File: src/design/assert_macros.svh
// ----------------------------------------------------------------------------
// assert_macros.svh
// Concurrent assertion macros for the escape-time unit.
// ----------------------------------------------------------------------------
`ifndef ASSERT_MACROS_SVH
`define ASSERT_MACROS_SVH

`ifndef ASSERT_OFF
// same-cycle implication, disabled during reset
`define ASSERT_IMPLY(lbl, clk, rst, ante, cons) \
   lbl: assert property (@(posedge clk) disable iff (rst) (ante) |-> (cons)) \
      else $error("assertion failed");
// next-cycle implication, disabled during reset
`define ASSERT_NEXT(lbl, clk, rst, ante, cons) \
   lbl: assert property (@(posedge clk) disable iff (rst) (ante) |=> (cons)) \
      else $error("assertion failed");
`else
`define ASSERT_IMPLY(lbl, clk, rst, ante, cons)
`define ASSERT_NEXT(lbl, clk, rst, ante, cons)
`endif

`endif

File: src/design/mbrot_pkg.sv
// ----------------------------------------------------------------------------
// mbrot_pkg
// Types, register codes and widths shared by the escape-time unit.
// ----------------------------------------------------------------------------
`timescale 1ns / 1ps
`default_nettype none

package mbrot_pkg;

   localparam int FRAC_BITS = 28;
   localparam int CRD_W     = 10;
   localparam int FIX_W     = 32;
   localparam int PROD_W    = 2 * FIX_W;
   localparam int REQ_W     = 24;
   localparam int RSP_W     = 32;
   localparam int IDX_W     = 3;

   localparam logic [IDX_W-1:0] CSR_MIN_RE   = 3'd0;
   localparam logic [IDX_W-1:0] CSR_MIN_IM   = 3'd1;
   localparam logic [IDX_W-1:0] CSR_STEP_RE  = 3'd2;
   localparam logic [IDX_W-1:0] CSR_STEP_IM  = 3'd3;
   localparam logic [IDX_W-1:0] CSR_MAX_ITER = 3'd4;

   localparam logic [FIX_W-1:0] MIN_RE_RST   = 32'hE000_0000;
   localparam logic [FIX_W-1:0] MIN_IM_RST   = 32'hECCC_CCCD;
   localparam logic [FIX_W-1:0] STEP_RE_RST  = 32'h000C_0000;
   localparam logic [FIX_W-1:0] STEP_IM_RST  = 32'h0009_999A;
   localparam logic [CRD_W-1:0] MAX_ITER_RST = 10'd50;

   typedef struct packed {
      logic [FIX_W-1:0] min_re;
      logic [FIX_W-1:0] min_im;
      logic [FIX_W-1:0] step_re;
      logic [FIX_W-1:0] step_im;
      logic [CRD_W-1:0] max_iter;
   } cfg_type;

   typedef struct packed {
      logic load;
      logic init;
      logic mul;
      logic update;
      logic escape;
      logic emit;
   } cmd_type;

   typedef struct packed {
      logic at_limit;
      logic escape_hit;
      logic out_free;
   } sts_type;

endpackage

`default_nettype wire

File: src/design/mbrot_ctrl.sv
// ----------------------------------------------------------------------------
// mbrot_ctrl
// Sequencer: accept a pixel, set up c, run test/update iterations, emit.
// ----------------------------------------------------------------------------
`timescale 1ns / 1ps
`default_nettype none

module mbrot_ctrl (
   input  wire logic              clock,
   input  wire logic              reset,
   input  wire logic              req_tvalid,
   output logic                   req_tready,
   input  wire mbrot_pkg::sts_type sts,
   output mbrot_pkg::cmd_type     cmd
);
   import mbrot_pkg::*;

   localparam logic [2:0] ST_IDLE  = 3'd0;
   localparam logic [2:0] ST_COORD = 3'd1;
   localparam logic [2:0] ST_MUL   = 3'd2;
   localparam logic [2:0] ST_CHK   = 3'd3;
   localparam logic [2:0] ST_FIN   = 3'd4;

   logic [2:0] state_ff;
   logic [2:0] state_in;

   always_comb begin
      state_in   = state_ff;
      cmd        = '0;
      req_tready = 1'b0;
      unique case (state_ff)
         ST_IDLE: begin
            req_tready = 1'b1;
            if (req_tvalid) begin
               cmd.load = 1'b1;
               state_in = ST_COORD;
            end
         end
         ST_COORD: begin
            cmd.init = 1'b1;
            state_in = ST_MUL;
         end
         ST_MUL: begin
            // limit checked before every iteration
            if (sts.at_limit) begin
               state_in = ST_FIN;
            end else begin
               cmd.mul  = 1'b1;
               state_in = ST_CHK;
            end
         end
         ST_CHK: begin
            if (sts.escape_hit) begin
               cmd.escape = 1'b1;
               state_in   = ST_FIN;
            end else begin
               cmd.update = 1'b1;
               state_in   = ST_MUL;
            end
         end
         ST_FIN: begin
            // hold until the output register frees up
            if (sts.out_free) begin
               cmd.emit = 1'b1;
               state_in = ST_IDLE;
            end
         end
         default: begin
            state_in = ST_IDLE;
         end
      endcase
   end

   always_ff @(posedge clock) begin
      if (reset) begin
         state_ff <= ST_IDLE;
      end else begin
         state_ff <= state_in;
      end
   end

endmodule

`default_nettype wire

File: config.mk
export PLATFORM = sky130hd
export DESIGN_NAME = mbrot_ctrl
export DESIGN_NICKNAME = d
export VERILOG_FILES = /design/src/design/assert_macros.svh /design/src/design/mbrot_pkg.sv /design/src/design/mbrot_ctrl.sv
export SDC_FILE = /design/constraint.sdc
export NUM_CORES = 1
export LEC_CHECK = 0
export BUFFER_PORTS_ARGS = -buffer_cell sky130_fd_sc_hd__buf_4
export CORE_AREA = 2 2 39 41
export CTS_CLUSTER_DIAMETER = 40
export DETAILED_ROUTE_END_ITERATION = 6
export DIE_AREA = 0 0 41 43
export HOLD_SLACK_MARGIN = 0.1
export SYNTH_ARGS = -nofsm -noshare
export SYNTH_HDL_FRONTEND = slang
export SYNTH_SLANG_ARGS = --single-unit
export TNS_END_PERCENT = 20
File: constraint.sdc
create_clock -name clock -period 1 [get_ports clock]
set_input_delay 0.2 -clock clock [delete_from_list [all_inputs] [get_ports clock]]
set_output_delay 0.2 -clock clock [all_outputs]
set_load 0.02 [all_outputs]
==> results of run 1 <==
[worst max-delay path, delay by kind of cell (launching register included)]
family,cells,cell delay (ns)
flops,1,0.34
simple gates,1,0.24
buf+inv,2,0.30
[repair_timing]
action                     in CTS  in global routing
cloned                          0                  0
setup buffers                   2                  0
pin swaps                       5                  1
setup endpoints to repair       9                 10
gates resized for setup         9                  0
[cell families (layout without fill, tap and decap cells)]
logic type / count (synthesis) / count (layout)
and+or+nand+nor: 10 / 10
AOI/OAI and AO/OA: 3 / 3
muxes: 1 / 1
buffers and inverters: 2 / 22
DFF: 3 / 3
[power groups by stage]
stage | Combinational (mW) | Sequential (mW) | Clock, mW
6_report | 0.168 | 0.148 | 0.214
3_5_place_dp | 0.147 | 0.149 | 0
4_1_cts | 0.169 | 0.148 | 0.224
3_3_place_gp | 0.146 | 0.149 | 0
5_1_grt | 0.180 | 0.151 | 0.246
2_1_floorplan | 0.0913 | 0.144 | 0
[worst paths after layout]
kind,start,end,slack [ns],depth (start not counted)
worst max register to register,state_ff[0],state_ff[1],-0.08,3
worst max-delay path,state_ff[0],cmd[0],-0.31,3
worst min-delay path,reset,state_ff[1],0.24,3
worst min register to register,state_ff[1],state_ff[2],0.69,2
[area by class of cell]
| class | instances | area [sq um] | share of cell area (%) |
|---|---|---|---|
| Sequential cell | 3 | 68.8 | 16.1 |
| Timing Repair Buffer | 17 | 146 | 34.2 |
| Clock buffer | 4 | 26.3 | 6.14 |
| Tap cell | 16 | 20.0 | 4.68 |
| Multi-Input combinational cell | 14 | 163 | 38.0 |
| Inverter | 1 | 3.75 | 0.877 |
[metal layers]
layer / GRT usage (%) / routed length [um] / vias up
li1: - / - / 111
met3: 6.81 / 68 / 2
met2: 14.1 / 294 / 12
met5: 0 / 0 / -
met4: 8.00 / 14 / 0
met1: 7.05 / 203 / 105
[synthesized netlist by cell type (all sizes together)]
library cell	instances	area share, %
and2	1	4.4
and4b	1	5.7
and4bb	1	6.3
buf	1	5.7
dfxtp	3	30
inv	1	1.9
mux2i	1	5.1
nand2b	1	3.2
nor2	1	1.9
nor3	2	10
nor3b	1	3.8
nor4b	1	4.4
nor4bb	1	5.1
o21a	2	7.6
o31a	1	4.4
[per-stage QoR]
step	area (sq um)	hold slack (ns)	worst slack [ns]
2_1_floorplan	233	0.368	-0.0880
3_3_place_gp	354	0.475	-0.105
3_5_place_dp	354	0.491	-0.118
4_1_cts	428	0.238	-0.316
5_1_grt	428	0.230	-0.392
6_report	428	0.238	-0.307
==> results.sh, run 1 <==
export IMPL_status="finished, violations left"
export IMPL_violations="setup timing"
export IMPL_dr_pass1_iters=2
export IMPL_rsz0062_at_grt="true"
export IMPL_clkPwrFrac_pct=40.4
export IMPL_cts_buffers=3
export IMPL_layout_drive_gt1_share_pct=79.5
export IMPL_max_freq_mhz=765
export IMPL_synth_distinct_cells=15
export IMPL_area_delta_synth_final_pct=116
export IMPL_p_per_area_nw_per_um2=1240
export IMPL_drt_wl_total_um=581
export IMPL_p_leak_nw=0.185
export IMPL_largest_register_ffs=3
export IMPL_synth_cells=19
export IMPL_synthesis_nets=25
export IMPL_drc=0
export IMPL_vias=230
export IMPL_largest_register="state_ff"
export IMPL_ys_seq_area_share_pct=30.4
export IMPL_period_share_pct=131
export IMPL_yosys_area_share_adder_pct=0
export IMPL_die_w_um=41
export IMPL_start_util_pct=14.3
export IMPL_cap_violations=0
export IMPL_die_h_um=43
export IMPL_reg_top3="state_ff (3)"
export IMPL_antenna_found_initial=0
export IMPL_finalCriticalPeriod_ns=1.31
export IMPL_setup_ws_ns=-0.307
export IMPL_dpl_hpwl_um=424
export IMPL_p_int_mw=0.377
export IMPL_clk_latency_ns=0.23
export IMPL_synth_mux_area_share_pct=5.06
export IMPL_synth_top_family_by_area="simple AND/OR/NAND/NOR gates"
export IMPL_mostFrequentLayoutCell="buf_4"
export IMPL_nFillCells=151
export IMPL_clkSlewWorstSetupHoldPaths_ns=0.04
export IMPL_port_buffers=12
export IMPL_synth_compound_area_share_pct=12.0
export IMPL_p_sw_share_pct=28.9
export IMPL_startpoint_type="flip-flop"
export IMPL_clockBufferDepth=2
export IMPL_slowest_stage="dfxtp_2"
export IMPL_fp_coreArea_sq_um=1380
export IMPL_std_cell_rows=14
export IMPL_hold_viol=0
export IMPL_p_switching_mw=0.153
export IMPL_drt_iter0_drc=1
export IMPL_die_area_sq_um=1760
export IMPL_ant_nets=0
export IMPL_critPathRequiredTime_ns=0.80
export IMPL_p_seq_share_pct=27.9
export IMPL_ir_drop_mv=0.573
export IMPL_synth_simple_gate_area_share_pct=44.9
export IMPL_finalNetCount=46
export IMPL_pin_count=13
export IMPL_cts_root_buf="clkbuf_4"
export IMPL_vias_per_cell=4.18
export IMPL_h_tree_depth=1
export IMPL_slowest_delay_ns=0.34
export IMPL_synth_area_sq_um=198
export IMPL_antenna_cells=0
export IMPL_pwr_share_comb_pct=31.7
export IMPL_ys_ff_latch=3
export IMPL_relSlewSlack_pct=83.8
export IMPL_skew_ns=0.00263
export IMPL_synth_xor_area_share_pct=0
export IMPL_worstPathArrival_ns=1.11
export IMPL_cts_hold_buf=0
export IMPL_grt_max_degree=8
export IMPL_end_kind="output port"
export IMPL_slew_violations=0
export IMPL_track_usage_pct=9.23
export IMPL_routedWlPerCell_um=10.6
export IMPL_tightest_slew_ns=0.240
export IMPL_power_mw=0.530
export IMPL_cts_sinks=3
export IMPL_ys_warn_count=0
export IMPL_dp_cells=49
export IMPL_layout_common_cells="buf_4 (12), buf_6 (5), clkbuf_4 (3)"
export IMPL_globalplace_congestion=0.567
export IMPL_syn_avg_cell_area_sq_um=10.4
export IMPL_grt_pass1_wl_um=993
export IMPL_path_cells="buf_6 > nor4bb_4 > buf_4"
export IMPL_hp_class="input pin to flip-flop"
export IMPL_setup_viol=9
export IMPL_grt_pass1_vias=244
export IMPL_critPathMaxFanout=5
export IMPL_finalNonFillerCells=55
export IMPL_cts_tree="done"
export IMPL_overflow=0
export IMPL_critical_path_class="flip-flop to output port"
export IMPL_setup_tns_ns=-1.84
export IMPL_final_util_pct=30.9
Note: power is estimated with default switching activity, not from simulation.
==> run 2: changes to the inputs <==
--- a/config.mk
+++ b/config.mk
@@ -11,6 +11,7 @@
 export DETAILED_ROUTE_END_ITERATION = 6
 export DIE_AREA = 0 0 41 43
 export HOLD_SLACK_MARGIN = 0.1
+export PLACE_DENSITY = 0.36
 export SYNTH_ARGS = -nofsm -noshare
 export SYNTH_HDL_FRONTEND = slang
 export SYNTH_SLANG_ARGS = --single-unit
==> results.sh, run 2 (synthesis gave the netlist of run 1 again) <==
export IMPL_status="finished, violations left"
export IMPL_violations="setup timing"
export IMPL_hp_class="input pin to flip-flop"
export IMPL_drt_wl_total_um=516
export IMPL_p_leak_nw=0.181
export IMPL_cap_violations=0
export IMPL_cts_hold_buf=0
export IMPL_area_delta_synth_final_pct=121
export IMPL_reg_top3="state_ff (3)"
export IMPL_setup_viol=8
export IMPL_fp_coreArea_sq_um=1380
export IMPL_clkSlewWorstSetupHoldPaths_ns=0.04
export IMPL_skew_ns=0.000123
export IMPL_tightest_slew_ns=0.274
export IMPL_track_usage_pct=7.33
export IMPL_finalNetCount=45
export IMPL_placed_area_sq_um=359
export IMPL_antenna_found_initial=0
export IMPL_cts_sinks=3
export IMPL_period_share_pct=126
export IMPL_largest_register="state_ff"
export IMPL_final_area_sq_um=437
export IMPL_grt_max_degree=9
export IMPL_largest_register_ffs=3
export IMPL_relSlewSlack_pct=81.5
export IMPL_setup_ws_ns=-0.258
export IMPL_grt_pass1_wl_um=848
export IMPL_critPathRequiredTime_ns=0.80
export IMPL_nFillCells=150
export IMPL_std_cell_rows=14
export IMPL_power_mw=0.530
export IMPL_vias_per_cell=4.02
export IMPL_setup_tns_ns=-1.73
export IMPL_hold_viol=0
export IMPL_rsz0062_at_grt="true"
export IMPL_pwr_share_comb_pct=31.0
export IMPL_port_buffers=12
export IMPL_p_sw_share_pct=28.3
export IMPL_startpoint_type="flip-flop"
export IMPL_grt_pass1_vias=237
export IMPL_start_util_pct=14.3
export IMPL_drc=0
export IMPL_overflow=0
export IMPL_critPathMaxFanout=8
export IMPL_drt_iter0_drc=0
export IMPL_die_area_sq_um=1760
export IMPL_die_h_um=43
export IMPL_layout_common_cells="buf_4 (9), buf_6 (7), clkbuf_4 (3), dfxtp_4 (3)"
export IMPL_die_w_um=41
export IMPL_cts_buffers=3
export IMPL_end_kind="output port"
export IMPL_ant_nets=0
export IMPL_final_util_pct=31.6
export IMPL_cts_tree="done"
export IMPL_clkPwrFrac_pct=39.5
export IMPL_globalplace_congestion=0.635
export IMPL_seq_area_sq_um=71.3
export IMPL_routedWlPerCell_um=9.56
export IMPL_h_tree_depth=1
export IMPL_ir_drop_mv=0.397
export IMPL_pin_count=13
export IMPL_layout_drive_gt1_share_pct=78.9
export IMPL_finalCriticalPeriod_ns=1.26
export IMPL_cts_root_buf="clkbuf_4"
export IMPL_slew_violations=0
export IMPL_antenna_cells=0
export IMPL_pre_cts_slack_ns=-0.0994
export IMPL_p_per_area_nw_per_um2=1210
export IMPL_vias=217
export IMPL_clockBufferDepth=2
export IMPL_critical_path_class="flip-flop to output port"
export IMPL_multi_input_area_sq_um=169
export IMPL_worstPathArrival_ns=1.06
export IMPL_dpl_hpwl_um=409
export IMPL_p_seq_share_pct=29.6
export IMPL_max_freq_mhz=795
export IMPL_mostFrequentLayoutCell="buf_4"
export IMPL_dr_pass1_iters=1
export IMPL_clk_latency_ns=0.23
export IMPL_p_switching_mw=0.150
export IMPL_p_int_mw=0.380
## run 2: cell types whose count changed in the layout (fill, tap and decap cells not counted), sizes merged
cell  before  now
buf       17   16
## run 2: timing repair
item	CTS	global route
resized for setup	13	0
setup endpoints to repair	8	9
setup buffers	3	0
pin swaps	7	1
gates cloned	0	0
## run 2: layout make-up
type                            count  share of cell area (%)
Tap cell                           16                    4.58
Timing Repair Buffer               16                    33.5
Sequential cell                     3                    16.3
Inverter                            1                   0.860
Multi-Input combinational cell     14                    38.7
Clock buffer                        4                    6.02
## run 2: power groups by stage
stage          Combinational, mW  Clock [mW]  Sequential (mW)
6_report                   0.164       0.209            0.157
3_5_place_dp               0.153           0            0.147
2_1_floorplan             0.0913           0            0.144
5_1_grt                    0.176       0.238            0.159
3_3_place_gp               0.155           0            0.148
4_1_cts                    0.167       0.221            0.157
## run 2: critical path, stage by stage, from the launching register on
cell and delay, ns:
dfxtp_4 0.38, nor3_4 0.17, and2_4 0.17, buf_6 0.11
## run 2: path summary, 6_finish.rpt
| kind | cells after the start | slack, ns | start | to |
|---|---|---|---|---|
| hold reg to reg | 2 | 0.71 | state_ff[0] | state_ff[2] |
| setup reg to reg | 4 | -0.08 | state_ff[2] | state_ff[1] |
| hold / removal | 3 | 0.23 | reset | state_ff[2] |
| setup / recovery | 3 | -0.26 | state_ff[0] | cmd[5] |
## run 2: metrics by stage
stage	cells	hold slack [ns]
4_1_cts	54	0.226
5_1_grt	54	0.235
3_5_place_dp	48	0.475
6_report	54	0.232
2_1_floorplan	19	0.368
3_3_place_gp	48	0.485
## run 2: routing by layer
layer | part of all wire [%] | up-vias | global-route usage (%) | wire length [um]
met5 | 0 | - | 0 | 0
met3 | 9.5 | 0 | 3.66 | 49
li1 | - | 111 | - | -
met4 | 0 | 0 | 6.00 | 0
met2 | 47 | 8 | 10.3 | 245
met1 | 43 | 98 | 7.72 | 221
